### config.mk
export PLATFORM = sky130hd
export DESIGN_NAME = sem_queue
export DESIGN_NICKNAME = d
export VERILOG_FILES = /design/src/rtl/assert_macros.svh /design/src/rtl/sem_pkg.sv /design/src/rtl/sem_queue.sv
export SDC_FILE = /design/constraint.sdc
export NUM_CORES = 1
export LEC_CHECK = 0
export ABC_CLOCK_PERIOD_IN_PS = 4800
export BUFFER_PORTS_ARGS = -buffer_cell sky130_fd_sc_hd__buf_2
export CAP_MARGIN = 20
export CORE_UTILIZATION = 61
export CTS_CLUSTER_DIAMETER = 40
export DETAILED_ROUTE_END_ITERATION = 16
export PLACE_DENSITY = 0.86
export SYNTH_ARGS = -nofsm -noshare
export SYNTH_HDL_FRONTEND = slang
export SYNTH_SLANG_ARGS = --single-unit
### constraint.sdc
create_clock -name clk -period 4.8 [get_ports clk]
set_input_delay 0.96 -clock clk [delete_from_list [all_inputs] [get_ports clk]]
set_output_delay 0.96 -clock clk [all_outputs]
set_load 0.005 [all_outputs]
### src/rtl/assert_macros.svh
// ----------------------------------------------------------------------------
// assert_macros.svh
// Concurrent assertion shorthands shared by the RTL.
// ----------------------------------------------------------------------------
`ifndef ASSERT_MACROS_SVH
`define ASSERT_MACROS_SVH

// Checked only while out of reset.
`define SEM_ASSERT_RST(label, clk, rst_n, prop, msg) \
    label: assert property (@(posedge clk) disable iff (!rst_n) prop) else $error(msg);

// Checked at every edge, reset included.
`define SEM_ASSERT_ALWAYS(label, clk, prop, msg) \
    label: assert property (@(posedge clk) prop) else $error(msg);

`endif

### src/rtl/sem_pkg.sv
// ----------------------------------------------------------------------------
// sem_pkg
// Shared types and constants of the Sobel edge magnitude block.
// ----------------------------------------------------------------------------
`default_nettype none

package sem_pkg;

    localparam int DEF_MAX_WIDTH      = 1024;
    localparam int DEF_MAX_HEIGHT     = 4096;
    localparam int DEF_LUMA_FRAC_BITS = 8;

    localparam int CFG_WIDTH_W  = 11;
    localparam int CFG_HEIGHT_W = 13;
    localparam int CFG_DATA_W   = 13;
    localparam int CFG_INDEX_W  = 1;

    localparam logic [CFG_INDEX_W-1:0] REG_FRAME_WIDTH  = 1'b0;
    localparam logic [CFG_INDEX_W-1:0] REG_FRAME_HEIGHT = 1'b1;

    localparam int RESET_WIDTH  = 1024;
    localparam int RESET_HEIGHT = 1024;

    localparam logic OP_PIXEL = 1'b0;
    localparam logic OP_DRAIN = 1'b1;

    // luma weights, Q0.16
    localparam logic [15:0] WEIGHT_R = 16'd19595;
    localparam logic [15:0] WEIGHT_G = 16'd38470;
    localparam logic [15:0] WEIGHT_B = 16'd7471;

    localparam int PIX_W       = 8;
    localparam int MAG_W       = 8;
    localparam int ROOT_SQ_W   = 18;   // (2*255+1)^2 fits
    localparam int QUEUE_DEPTH = 4;

    typedef struct packed {
        logic is_pixel;   // carries a new luma sample
        logic row0;       // first row of the frame
        logic row_ge2;    // row index two or more
        logic col_zero;   // first column
        logic emit;       // produces a result
        logic last;       // final result of the frame
    } sem_ctl_t;

    localparam int CTL_W = $bits(sem_ctl_t);

    typedef struct packed {
        logic full;
        logic empty;
    } sem_qstat_t;

endpackage

`default_nettype wire

### src/rtl/sem_queue.sv
// ----------------------------------------------------------------------------
// sem_queue
// Small FIFO between the classifying front and the filter back end.
// ----------------------------------------------------------------------------
`default_nettype none

module sem_queue #(
    parameter int WIDTH = 32,
    parameter int DEPTH = sem_pkg::QUEUE_DEPTH
) (
    input  wire logic              clk,
    input  wire logic              rst_n,
    input  wire logic              push,
    input  wire logic [WIDTH-1:0]  push_data,
    input  wire logic              pop,
    output logic      [WIDTH-1:0]  head,
    output sem_pkg::sem_qstat_t    q_stat
);

    localparam int PTR_W = $clog2(DEPTH);
    localparam int CNT_W = $clog2(DEPTH + 1);

    logic [WIDTH-1:0] slot_reg [0:DEPTH-1];
    logic [PTR_W-1:0] wr_ptr_reg;
    logic [PTR_W-1:0] rd_ptr_reg;
    logic [CNT_W-1:0] count_reg;

    assign head         = slot_reg[rd_ptr_reg];
    assign q_stat.full  = (count_reg == CNT_W'(DEPTH));
    assign q_stat.empty = (count_reg == '0);

    always_ff @(posedge clk)
    begin
        if (push)
        begin
            slot_reg[wr_ptr_reg] <= push_data;
        end
    end

    always_ff @(posedge clk or negedge rst_n)
    begin
        if (!rst_n)
        begin
            wr_ptr_reg <= '0;
            rd_ptr_reg <= '0;
            count_reg  <= '0;
        end
        else
        begin
            if (push)
            begin
                wr_ptr_reg <= wr_ptr_reg + PTR_W'(1);
            end
            if (pop)
            begin
                rd_ptr_reg <= rd_ptr_reg + PTR_W'(1);
            end
            if (push && !pop)
            begin
                count_reg <= count_reg + CNT_W'(1);
            end
            else if (pop && !push)
            begin
                count_reg <= count_reg - CNT_W'(1);
            end
        end
    end

endmodule

`default_nettype wire

==> reports/qor_table.md <==
| Item | Value | Unit |
| --- | --- | --- |
| Result of the run | finished, final reports clean | - |
| Final hold vios | 0 | - |
| Final-stage net count | 326 | - |
| Period utilisation layout | 0.695 | - |
| Switching Fraction | 0.268 | - |
| Buffers inserted during post-CTS setup optimization | 0 | - |
| Quantity of hold-fixing buffers added after cts | 0 | - |
| Highest fanout seen on the critical path | 19 | - |
| Total overflow reported by the global router | 0 | - |
| Compound-Gate Fraction of Synth Area | 0.000989 | - |
| Count of instances resized after the clock tree is built | 0 | - |
| Share of synthesized cell area in and, or, nand and nor gates | 0.00964 | - |
| Area share of the largest cell type after synthesis | 0.760 | - |
| Fraction of synthesized cell area in xor and xnor cells | 0.0104 | - |
| Num CTS Buffers | 17 | - |
| Maximum clock frequency | 300 | MHz |
| RePlAce Congestion | 0.670 | - |
| Placed cell areas | 0.00546 | mm^2 |
| Setup clock skew after layout | 11.6 | ps |
| Starting Density | 0.641 | - |
| FF-to-FF setup slack | 3010 | ps |
| Die height | 93.1 | um |
| Tmin final | 3330 | ps |
| Post-route cell area | 0.00603 | mm^2 |
| Proportion of synthesized chip area in sequential cells | 0.794 | - |
| Flip-flop count of the largest register after layout | 128 | - |
| Area share of fa/ha/maj cells after synthesis | 0.0163 | - |
| Total routed wirelength | 8720 | um |
| Part of the total power dissipated in the clock network | 0.323 | - |
| DRC violations left | 0 | - |
| Arrival time reported for the critical path endpoint | 2370 | ps |
| Setup CP Type | reg -> out | - |
| Clk_lat worst skew | 510 | ps |
| Antenna violations before repair | 0 | - |
| Worst slew margin relative to its limit | 0.428 | - |
| Number of placed instances with taps included | 367 | - |
| Warnings from Yosys | 0 | - |
| CTS tree | yes | - |
| Area of the mapped netlist | 0.00506 | mm^2 |
| Die area | 0.00866 | mm^2 |
| Max Buffers Root-to-Sink | 2 | - |
| Clk slew on worst S/H paths | 60 | ps |
| Syn-to-layout area delta | 19.2 | % |
| Number of flip-flops and latches in the synthesized netlist | 135 | - |
| Root Buffer Master | sky130_fd_sc_hd__clkbuf_8 | - |
| Vias after detailed routing | 2317 | - |
| Aggregate negative setup slack | 0 | ps |
| Number of nets with antenna violations after detailed routing | 0 | - |
| Multiplexer area fraction after synthesis | 0.148 | - |
| Depth of the worst register-to-register path | 3 | - |
| Combinational Power Share | 0.226 | - |
| Via density per instance | 5.81 | - |
| Static leakage | 2.15 | nW |
| Peak supply drop | 0.371 | mV |
| Class of the worst hold path | in -> async | - |
| Worst setup EP type | primary output | - |
| GRT Util Overall | 0.223 | - |
| Category of the worst setup path launch point | flop | - |
| Most area-consuming cells after synthesis | sky130_fd_sc_hd__edfxtp_1, sky130_fd_sc_hd__mux4_2, sky130_fd_sc_hd__dfrtp_1 | - |
| Worst setup path start | rd_ptr_reg[0]$_DFFE_PN0P_ | - |
| Number of endpoints failing setup at the final stage | 0 | - |
| Largest family of logic cells by synthesized area | multiplexers | - |
| Slew at the pin closest to its max-slew limit | 858 | ps |
| Fraction of layout instances using a drive strength above 1 | 0.458 | - |
| FF-to-FF End | slot_reg[0][2]$_DFFE_PP_ | - |
| Switching pwr | 1.00 | mW |
| Mapped Nets | 244 | - |
| Antenna cells | 0 | - |
| Horizontal die dimension | 93.1 | um |
| Boundary pin count | 70 | - |
| Detailed placement HPWL | 4840 | um |
| Number of iterations in the first detailed-routing pass | 4 | - |
| Cell Rows | 32 | - |
| First-pass GRT wire length | 13100 | um |
| H-tree levels | 4 | - |
| Power density over the cells | 622 | mW/mm^2 |
| Distinct cell type count of the synthesized netlist | 20 | - |
| Average wire per cell in the routed design | 21.9 | um |
| Synth area leader | sky130_fd_sc_hd__edfxtp_1 | - |
| Max-cap violation count | 0 | - |
| Initial DRC count | 189 | - |
| Unrepaired setup endpoints after global routing | no | - |
| Destination of the critical timing path | head[6] | - |
| Source of the worst register-to-register timing path | wr_ptr_reg[0]$_DFFE_PN0P_ | - |
| Mapped Avg Cell Area | 25.0 | um^2 |
| Area inside the core boundary | 0.00789 | mm^2 |
| Number of global-route vias before repair | 2381 | - |
| Post-Layout Cell Count | 399 | - |
| Max-slew violations | 0 | - |
| CP required | 3840 | ps |
| Total internal power | 2.75 | mW |
| Post-synthesis instance total | 202 | - |
| CTS Sinks | 135 | - |
| Reg power frac | 0.450 | - |
| Maximum number of pins on one net before global-route repair | 33 | - |
| Quantity of I/O buffers inserted on ports | 69 | - |
-- power by group through the flow --
stage               combinational (mW)  clock, mW  sequential, mW
global placement                 0.840          0            1.69
detailed placement               0.852          0            1.71
finish                           0.849       1.21            1.69
CTS                              0.869       1.24            1.70
global route                     0.918       1.28            1.72
floorplan                        0.662          0            1.62
-- logic make-up after synthesis --
group | count (synthesis)
simple gates | 9
buf+inv | 12
flops | 135
xor+xnor | 6
compound gates | 1
mux | 33
fa+ha+maj | 6
-- Yosys cell counts (all sizes together) --
| master | number |
|---|---|
| o21ai | 1 |
| dfrtp | 7 |
| and2 | 4 |
| inv | 4 |
| nor2 | 1 |
| fa | 1 |
| clkbuf | 1 |
| edfxtp | 128 |
| mux4 | 32 |
| buf | 7 |
| nor3 | 1 |
| mux2 | 1 |
| ha | 5 |
| nor3b | 1 |
| xnor2 | 2 |
| xor2 | 4 |
| nand2 | 2 |
-- metrics by stage --
step / worst slack (ps) / util / hold WS (ps) / power (mW)
6_report: 1470 / 0.765 / 281 / 3.75
5_1_grt: 1300 / 0.765 / 264 / 3.92
4_1_cts: 1380 / 0.765 / 260 / 3.81
3_5_place_dp: 1920 / 0.693 / 485 / 2.56
3_3_place_gp: 1950 / 0.693 / 474 / 2.53
2_1_floorplan: 2650 / - / 456 / 2.28
-- per-layer routing --
metal | global-route usage | vias up | wire length, um
met5 | 0 | - | 0
met4 | 0.0718 | 0 | 112
met3 | 0.0715 | 9 | 442
met2 | 0.367 | 94 | 4660
met1 | 0.285 | 1202 | 3510
li1 | - | 1012 | -
-- critical path, cell delays in order (launching register included) --
cell,delay [ps]
sky130_fd_sc_hd__dfrtp_2,730
sky130_fd_sc_hd__buf_4,420
sky130_fd_sc_hd__mux4_2,570
sky130_fd_sc_hd__buf_2,140
-- cells in the final DEF (no fill, tap or decap), types with 3 or more instances in the layout --
| master | Yosys | layout |
|---|---|---|
| sky130_fd_sc_hd__inv_6 | 0 | 3 |
| sky130_fd_sc_hd__ha_1 | 5 | 5 |
| sky130_fd_sc_hd__clkinv_4 | 0 | 3 |
| sky130_fd_sc_hd__mux4_2 | 28 | 28 |
| sky130_fd_sc_hd__clkinv_2 | 0 | 3 |
| sky130_fd_sc_hd__dfrtp_1 | 7 | 6 |
| sky130_fd_sc_hd__xor2_1 | 4 | 4 |
| sky130_fd_sc_hd__and2_2 | 0 | 4 |
| sky130_fd_sc_hd__clkbuf_16 | 0 | 16 |
| sky130_fd_sc_hd__mux4_1 | 4 | 4 |
| sky130_fd_sc_hd__edfxtp_1 | 128 | 128 |
| sky130_fd_sc_hd__buf_2 | 3 | 69 |
| sky130_fd_sc_hd__inv_1 | 4 | 4 |
| sky130_fd_sc_hd__clkinvlp_4 | 0 | 3 |
-- layout make-up --
cell class,count,area [um^2]
Clock buffer,18,418
Clock inverter,14,150
Fill cell,383,1860
Inverter,4,15.0
Multi-Input combinational cell,55,941
Sequential cell,135,4020
Tap cell,102,128
Timing Repair Buffer,71,360
-- worst min path at each step --
stage / from / to / cells past startpoint
global route: rst_n / count_reg[0]$_DFFE_PN0P_ / 1
CTS: rst_n / count_reg[0]$_DFFE_PN0P_ / 1
detailed placement: count_reg[2]$_DFFE_PN0P_ / count_reg[2]$_DFFE_PN0P_ / 1
global placement: count_reg[2]$_DFFE_PN0P_ / count_reg[2]$_DFFE_PN0P_ / 1
finish: rst_n / count_reg[0]$_DFFE_PN0P_ / 1
floorplan: count_reg[2]$_DFFE_PN0P_ / count_reg[2]$_DFFE_PN0P_ / 1
Power figures use the tool's default switching activity.
