--- config.mk ---
export PLATFORM = sky130hd
export DESIGN_NAME = sem_front
export DESIGN_NICKNAME = d
export VERILOG_FILES = /design/src/rtl/assert_macros.svh /design/src/rtl/sem_pkg.sv /design/src/rtl/sem_front.sv
export SDC_FILE = /design/constraint.sdc
export NUM_CORES = 1
export LEC_CHECK = 0
export BUFFER_PORTS_ARGS = -buffer_cell sky130_fd_sc_hd__buf_4
export CORE_UTILIZATION = 45
export CTS_CLUSTER_SIZE = 30
export DETAILED_ROUTE_END_ITERATION = 16
export PLACE_DENSITY = 0.63
export SETUP_SLACK_MARGIN = 0.5
export SYNTH_ARGS = -nofsm -noshare
export SYNTH_HDL_FRONTEND = slang
export SYNTH_SLANG_ARGS = --single-unit
--- constraint.sdc ---
create_clock -name clk -period 8.45 [get_ports clk]
set_clock_uncertainty 0.05 [all_clocks]
set_input_delay 0.4225 -clock clk [delete_from_list [all_inputs] [get_ports clk]]
set_output_delay 0.4225 -clock clk [all_outputs]
set_load 0.02 [all_outputs]
--- src/rtl/assert_macros.svh ---
// ----------------------------------------------------------------------------
// assert_macros.svh
// Concurrent assertion shorthands shared by the RTL.
// ----------------------------------------------------------------------------
`ifndef ASSERT_MACROS_SVH
`define ASSERT_MACROS_SVH

// Checked only while out of reset.
`define SEM_ASSERT_RST(label, clk, rst_n, prop, msg) \
    label: assert property (@(posedge clk) disable iff (!rst_n) prop) else $error(msg);

// Checked at every edge, reset included.
`define SEM_ASSERT_ALWAYS(label, clk, prop, msg) \
    label: assert property (@(posedge clk) prop) else $error(msg);

`endif

--- src/rtl/sem_pkg.sv ---
// ----------------------------------------------------------------------------
// sem_pkg
// Shared types and constants of the Sobel edge magnitude block.
// ----------------------------------------------------------------------------
`default_nettype none

package sem_pkg;

    localparam int DEF_MAX_WIDTH      = 1024;
    localparam int DEF_MAX_HEIGHT     = 4096;
    localparam int DEF_LUMA_FRAC_BITS = 8;

    localparam int CFG_WIDTH_W  = 11;
    localparam int CFG_HEIGHT_W = 13;
    localparam int CFG_DATA_W   = 13;
    localparam int CFG_INDEX_W  = 1;

    localparam logic [CFG_INDEX_W-1:0] REG_FRAME_WIDTH  = 1'b0;
    localparam logic [CFG_INDEX_W-1:0] REG_FRAME_HEIGHT = 1'b1;

    localparam int RESET_WIDTH  = 1024;
    localparam int RESET_HEIGHT = 1024;

    localparam logic OP_PIXEL = 1'b0;
    localparam logic OP_DRAIN = 1'b1;

    // luma weights, Q0.16
    localparam logic [15:0] WEIGHT_R = 16'd19595;
    localparam logic [15:0] WEIGHT_G = 16'd38470;
    localparam logic [15:0] WEIGHT_B = 16'd7471;

    localparam int PIX_W       = 8;
    localparam int MAG_W       = 8;
    localparam int ROOT_SQ_W   = 18;   // (2*255+1)^2 fits
    localparam int QUEUE_DEPTH = 4;

    typedef struct packed {
        logic is_pixel;   // carries a new luma sample
        logic row0;       // first row of the frame
        logic row_ge2;    // row index two or more
        logic col_zero;   // first column
        logic emit;       // produces a result
        logic last;       // final result of the frame
    } sem_ctl_t;

    localparam int CTL_W = $bits(sem_ctl_t);

    typedef struct packed {
        logic full;
        logic empty;
    } sem_qstat_t;

endpackage

`default_nettype wire

--- src/rtl/sem_front.sv ---
// ----------------------------------------------------------------------------
// sem_front
// Accepts requests, tracks raster position, drops stray drain ticks,
// converts RGB to luma and classifies each kept request for the back end.
// ----------------------------------------------------------------------------
`default_nettype none

module sem_front #(
    parameter int MAX_WIDTH      = sem_pkg::DEF_MAX_WIDTH,
    parameter int MAX_HEIGHT     = sem_pkg::DEF_MAX_HEIGHT,
    parameter int LUMA_FRAC_BITS = sem_pkg::DEF_LUMA_FRAC_BITS,
    parameter int ENTRY_W        = 32
) (
    input  wire logic                              clk,
    input  wire logic                              rst_n,
    input  wire logic                              cfg_write,
    input  wire logic [sem_pkg::CFG_INDEX_W-1:0]   cfg_index,
    input  wire logic [sem_pkg::CFG_DATA_W-1:0]    cfg_data,
    input  wire logic                              in_valid,
    output logic                                   in_stall,
    input  wire logic                              operation,
    input  wire logic [sem_pkg::PIX_W-1:0]         red,
    input  wire logic [sem_pkg::PIX_W-1:0]         green,
    input  wire logic [sem_pkg::PIX_W-1:0]         blue,
    input  wire sem_pkg::sem_qstat_t               q_stat,
    output logic                                   push,
    output logic      [ENTRY_W-1:0]                push_data
);

    localparam int COL_W  = (MAX_WIDTH > 1) ? $clog2(MAX_WIDTH) : 1;
    localparam int WE_W   = $clog2(MAX_WIDTH + 1);
    localparam int ROW_W  = $clog2(MAX_HEIGHT + 2);
    localparam int LUMA_W = sem_pkg::PIX_W + LUMA_FRAC_BITS;
    localparam int SUM_W  = 25;
    localparam int SHIFT  = 16 - LUMA_FRAC_BITS;
    localparam int HALF   = 1 << (15 - LUMA_FRAC_BITS);
    localparam int RST_W_EFF = (sem_pkg::RESET_WIDTH > MAX_WIDTH) ? MAX_WIDTH
                                                                  : sem_pkg::RESET_WIDTH;
    localparam int RST_H_EFF = (sem_pkg::RESET_HEIGHT > MAX_HEIGHT) ? MAX_HEIGHT
                                                                    : sem_pkg::RESET_HEIGHT;

    logic [WE_W-1:0]   width_reg;
    logic [ROW_W-1:0]  height_reg;
    logic [COL_W-1:0]  col_reg;
    logic [ROW_W-1:0]  row_reg;

    logic [31:0]       w_raw;
    logic [31:0]       h_raw;
    logic [31:0]       w_clamp;
    logic [31:0]       h_clamp;
    logic              accept;
    logic              pixel_row;
    logic              keep;
    logic              col_wrap;
    logic [SUM_W-1:0]  luma_sum;
    logic [LUMA_W-1:0] luma;
    sem_pkg::sem_ctl_t ctl;

    assign in_stall = q_stat.full;
    assign accept   = in_valid && !in_stall;

    // register clamp: zero acts as one, above maximum acts as maximum
    assign w_raw   = 32'(cfg_data[sem_pkg::CFG_WIDTH_W-1:0]);
    assign h_raw   = 32'(cfg_data[sem_pkg::CFG_HEIGHT_W-1:0]);
    assign w_clamp = (w_raw == 32'd0) ? 32'd1 :
                     (w_raw > 32'(MAX_WIDTH)) ? 32'(MAX_WIDTH) : w_raw;
    assign h_clamp = (h_raw == 32'd0) ? 32'd1 :
                     (h_raw > 32'(MAX_HEIGHT)) ? 32'(MAX_HEIGHT) : h_raw;

    assign luma_sum = SUM_W'(sem_pkg::WEIGHT_R) * SUM_W'(red)
                    + SUM_W'(sem_pkg::WEIGHT_G) * SUM_W'(green)
                    + SUM_W'(sem_pkg::WEIGHT_B) * SUM_W'(blue)
                    + SUM_W'(HALF);
    assign luma     = luma_sum[SHIFT +: LUMA_W];

    // rows past the height are drain rows; any request there is a drain tick
    assign pixel_row = (row_reg < height_reg);
    assign keep      = !(pixel_row && (operation == sem_pkg::OP_DRAIN));

    assign ctl.is_pixel = pixel_row;
    assign ctl.row0     = (row_reg == '0);
    assign ctl.row_ge2  = (row_reg >= ROW_W'(2));
    assign ctl.col_zero = (col_reg == '0);
    assign ctl.emit     = ctl.col_zero ? ctl.row_ge2 : (row_reg != '0);
    assign ctl.last     = (row_reg == height_reg + ROW_W'(1));

    assign col_wrap  = (32'(col_reg) + 32'd1 >= 32'(width_reg));
    assign push      = accept && keep;
    assign push_data = {ctl, col_reg, luma};

    always_ff @(posedge clk or negedge rst_n)
    begin
        if (!rst_n)
        begin
            width_reg  <= WE_W'(RST_W_EFF);
            height_reg <= ROW_W'(RST_H_EFF);
            col_reg    <= '0;
            row_reg    <= '0;
        end
        else if (cfg_write)
        begin
            // any write restarts the frame
            case (cfg_index)
                sem_pkg::REG_FRAME_WIDTH:  width_reg  <= WE_W'(w_clamp);
                sem_pkg::REG_FRAME_HEIGHT: height_reg <= ROW_W'(h_clamp);
                default: ;
            endcase
            col_reg <= '0;
            row_reg <= '0;
        end
        else if (push)
        begin
            if (ctl.last)
            begin
                col_reg <= '0;
                row_reg <= '0;
            end
            else if (col_wrap)
            begin
                col_reg <= '0;
                row_reg <= row_reg + ROW_W'(1);
            end
            else
            begin
                col_reg <= col_reg + COL_W'(1);
            end
        end
    end

endmodule

`default_nettype wire

==> metrics.yaml <==
timing:
  setup_slack_ps: 788
  grt_setup_unrepaired: "false"
  fmax_ghz: 0.131
  min_period_ps: 7660
  fin_setup_tns_ps: 0
  fin_crit_sh_pct: 90.7
  hold_viol: 0
  slew_violations: 0
  tightest_slew_ps: 908
  setup-violations-final: 0
  max-slew-margin-rel_pct: 38.8
routing:
  drc_errors: 0
  ant_nets: 0
  routed_via_density: 5.20
  wl_per_cell_um: 15.6
  dr.pass1.iters: 5
  drt-total-wl_um: 21800
  vias: 7281
  drt_iter0_markers: 274
cts:
  cts.sinks: 47
  cts_tree: "built"
  cts_buffers: 5
  cts.reportedPaths.clkPinSlew_ps: 80
  clk_latency_ps: 300
  ctsHoldBuffers: 0
  htree_levels: 2
  cts_buffer_depth: 2
  cts_root_buf: "clkbuf_16"
yosys:
  netlist_area_um2: 9680
  ys_types: 66
  netlist_instances: 1043
  synth_edf_count: 0
  async_reset_ff_share_pct: 100
  syn_area_per_cell_um2: 9.28
  yosysMostFrequentCell: "inv_1"
  synthFlopType: "dfrtp_1"
  ys_seq_area_share_pct: 12.2
  yosys_register_bits: 47
  yosysWarnings: 0
  synth_top_area_share_pct: 25.1
  synthTopCellsByCount: "inv_1 (272), ha_1 (194), fa_1 (119)"
  synth_nets: 1401
  synth_top_cell_by_area: "ha_1"
  synthTopCellsByArea: "ha_1 (25%), fa_1 (25%), dfrtp_1 (12%)"
die:
  die_w_um: 149
  initial_core_util_pct: 45.9
  io_pins: 79
  num_rows: 53
  fp.dieArea_um2: 22100
  die_y_um: 149
  coreArea_um2: 21100
final_layout:
  post-route-cell-area_um2: 10900
  final_core_util_pct: 51.6
  n_fill_cell: 2000
  antenna-diode-count: 0
  layout-drive-gt1-share_pct: 11.2
  layout.nets: 1481
  syn2layout_area_growth_pct: 12.3
grt:
  overflow: 0
  grt_usage_pct: 21.0
  antenna_found_initial: 0
  grt_max_degree: 48
  grt_pass1_vias: 7225
  grt_pass1_wl_um: 36700
worst_setup_path:
  path_class: "input port to primary output"
  cp.required_ps: 7980
  startpoint: "green[6]"
  worst_ep_arrival_time_ps: 7190
  path_max_fanout: 7
  cpMostUsedCell: "fa_1"
  critPathSlowestCell: "fa_1"
  cp-end-kind: "primary output"
  crit_path_start_kind: "input port"
  crit-reg2reg-launch: "col_reg[0]$_DFFE_PN0P_"
  crit_path_max_incr_delay_ps: 550
placement:
  dp_hpwl_um: 18800
  dpl_worst_slack_ps: 232
  port_buffers: 77
  routabilityCongestion: 0.857
  place_area_um2: 10600
status:
  outcome: "complete, no violations"
flow_run:
  maxCapViolations: 0
worst_hold_path:
  hp-class: "input port to asynchronous set/reset pin"
[what timing repair did]
action	CTS	global route
gates resized for setup	6	12
pin swaps	1	10
endpoints found under the setup margin	4	6
buffers inserted	0	3
gates cloned	0	0
[cell families (layout without fill, tap and decap cells)]
family / count (synthesis) / in the layout / synth area share, %
DFF: 47 / 47 / 12.2
muxes: 5 / 5 / 0.556
and+or+nand+nor: 182 / 182 / 10.1
xor gates and xnor gates: 47 / 47 / 4.25
buffers and inverters: 284 / 365 / 11.2
adders and majority gates: 314 / 314 / 49.8
AOI/OAI and AO/OA: 164 / 164 / 12.0
[worst max-delay path, delay by kind of cell]
kind	cells	cell delay (ps)
compound gates	11	1860
xor+xnor	2	280
fa+ha+maj	10	3780
buf+inv	6	560
simple gates	2	290
[cell usage in the layout, fill, tap and decap left out, types with 6 or more instances in the layout]
master,n
fa_1,119
o31ai_1,10
nor4_1,6
xnor2_1,28
nor3_1,11
xor2_1,19
and3_1,12
buf_4,85
nand3_1,32
nand2_1,30
a21o_1,15
nor2_1,31
nor2b_1,11
o21a_1,6
o21ai_0,24
dfrtp_1,45
o311ai_0,7
a21oi_1,29
ha_4,6
a22o_1,14
o211ai_1,6
ha_1,188
nand2b_1,17
inv_1,271
[routing by layer]
metal	share of wire, %	up-vias	track usage (%)
met1	51	3558	32.5
met5	0	-	0
li1	-	3589	-
met2	45	131	33.1
met3	3.3	3	1.60
met4	0.11	0	1.34
[final cells by class]
cell class                      count  area [um2]  share of cell area, %
Clock buffer                        5         125                   1.15
Clock inverter                      3        28.8                  0.265
Inverter                          272        1020                   9.39
Multi-Input combinational cell    712        7540                   69.3
Sequential cell                    47        1180                   10.8
Tap cell                          275         344                   3.16
Timing Repair Buffer               85         638                   5.87
[final timing paths]
check                                                  to  slack, ps  depth (start not counted)
worst min-delay path            height_reg[3]$_DFFE_PN0P_         80                          1
worst max register to register     row_reg[5]$_DFFE_PN0P_       4450                         11
min in group clk                height_reg[1]$_DFFE_PN0P_        300                          2
worst min register to register   width_reg[8]$_DFFE_PN0P_        440                          2
worst max-delay path                        push_data[15]        790                         31
max in group asynchronous          row_reg[2]$_DFFE_PN0P_       7840                          1
[through the flow]
step	hold WS, ps	std cells
floorplan	76.9	1043
global placement	417	1388
detailed placement	420	1388
CTS	105	1396
global route	126	1399
finish	76.9	1399
Power is not shown: default switching activity piles up to over one toggle a cycle in this logic, so the estimate is an artifact.
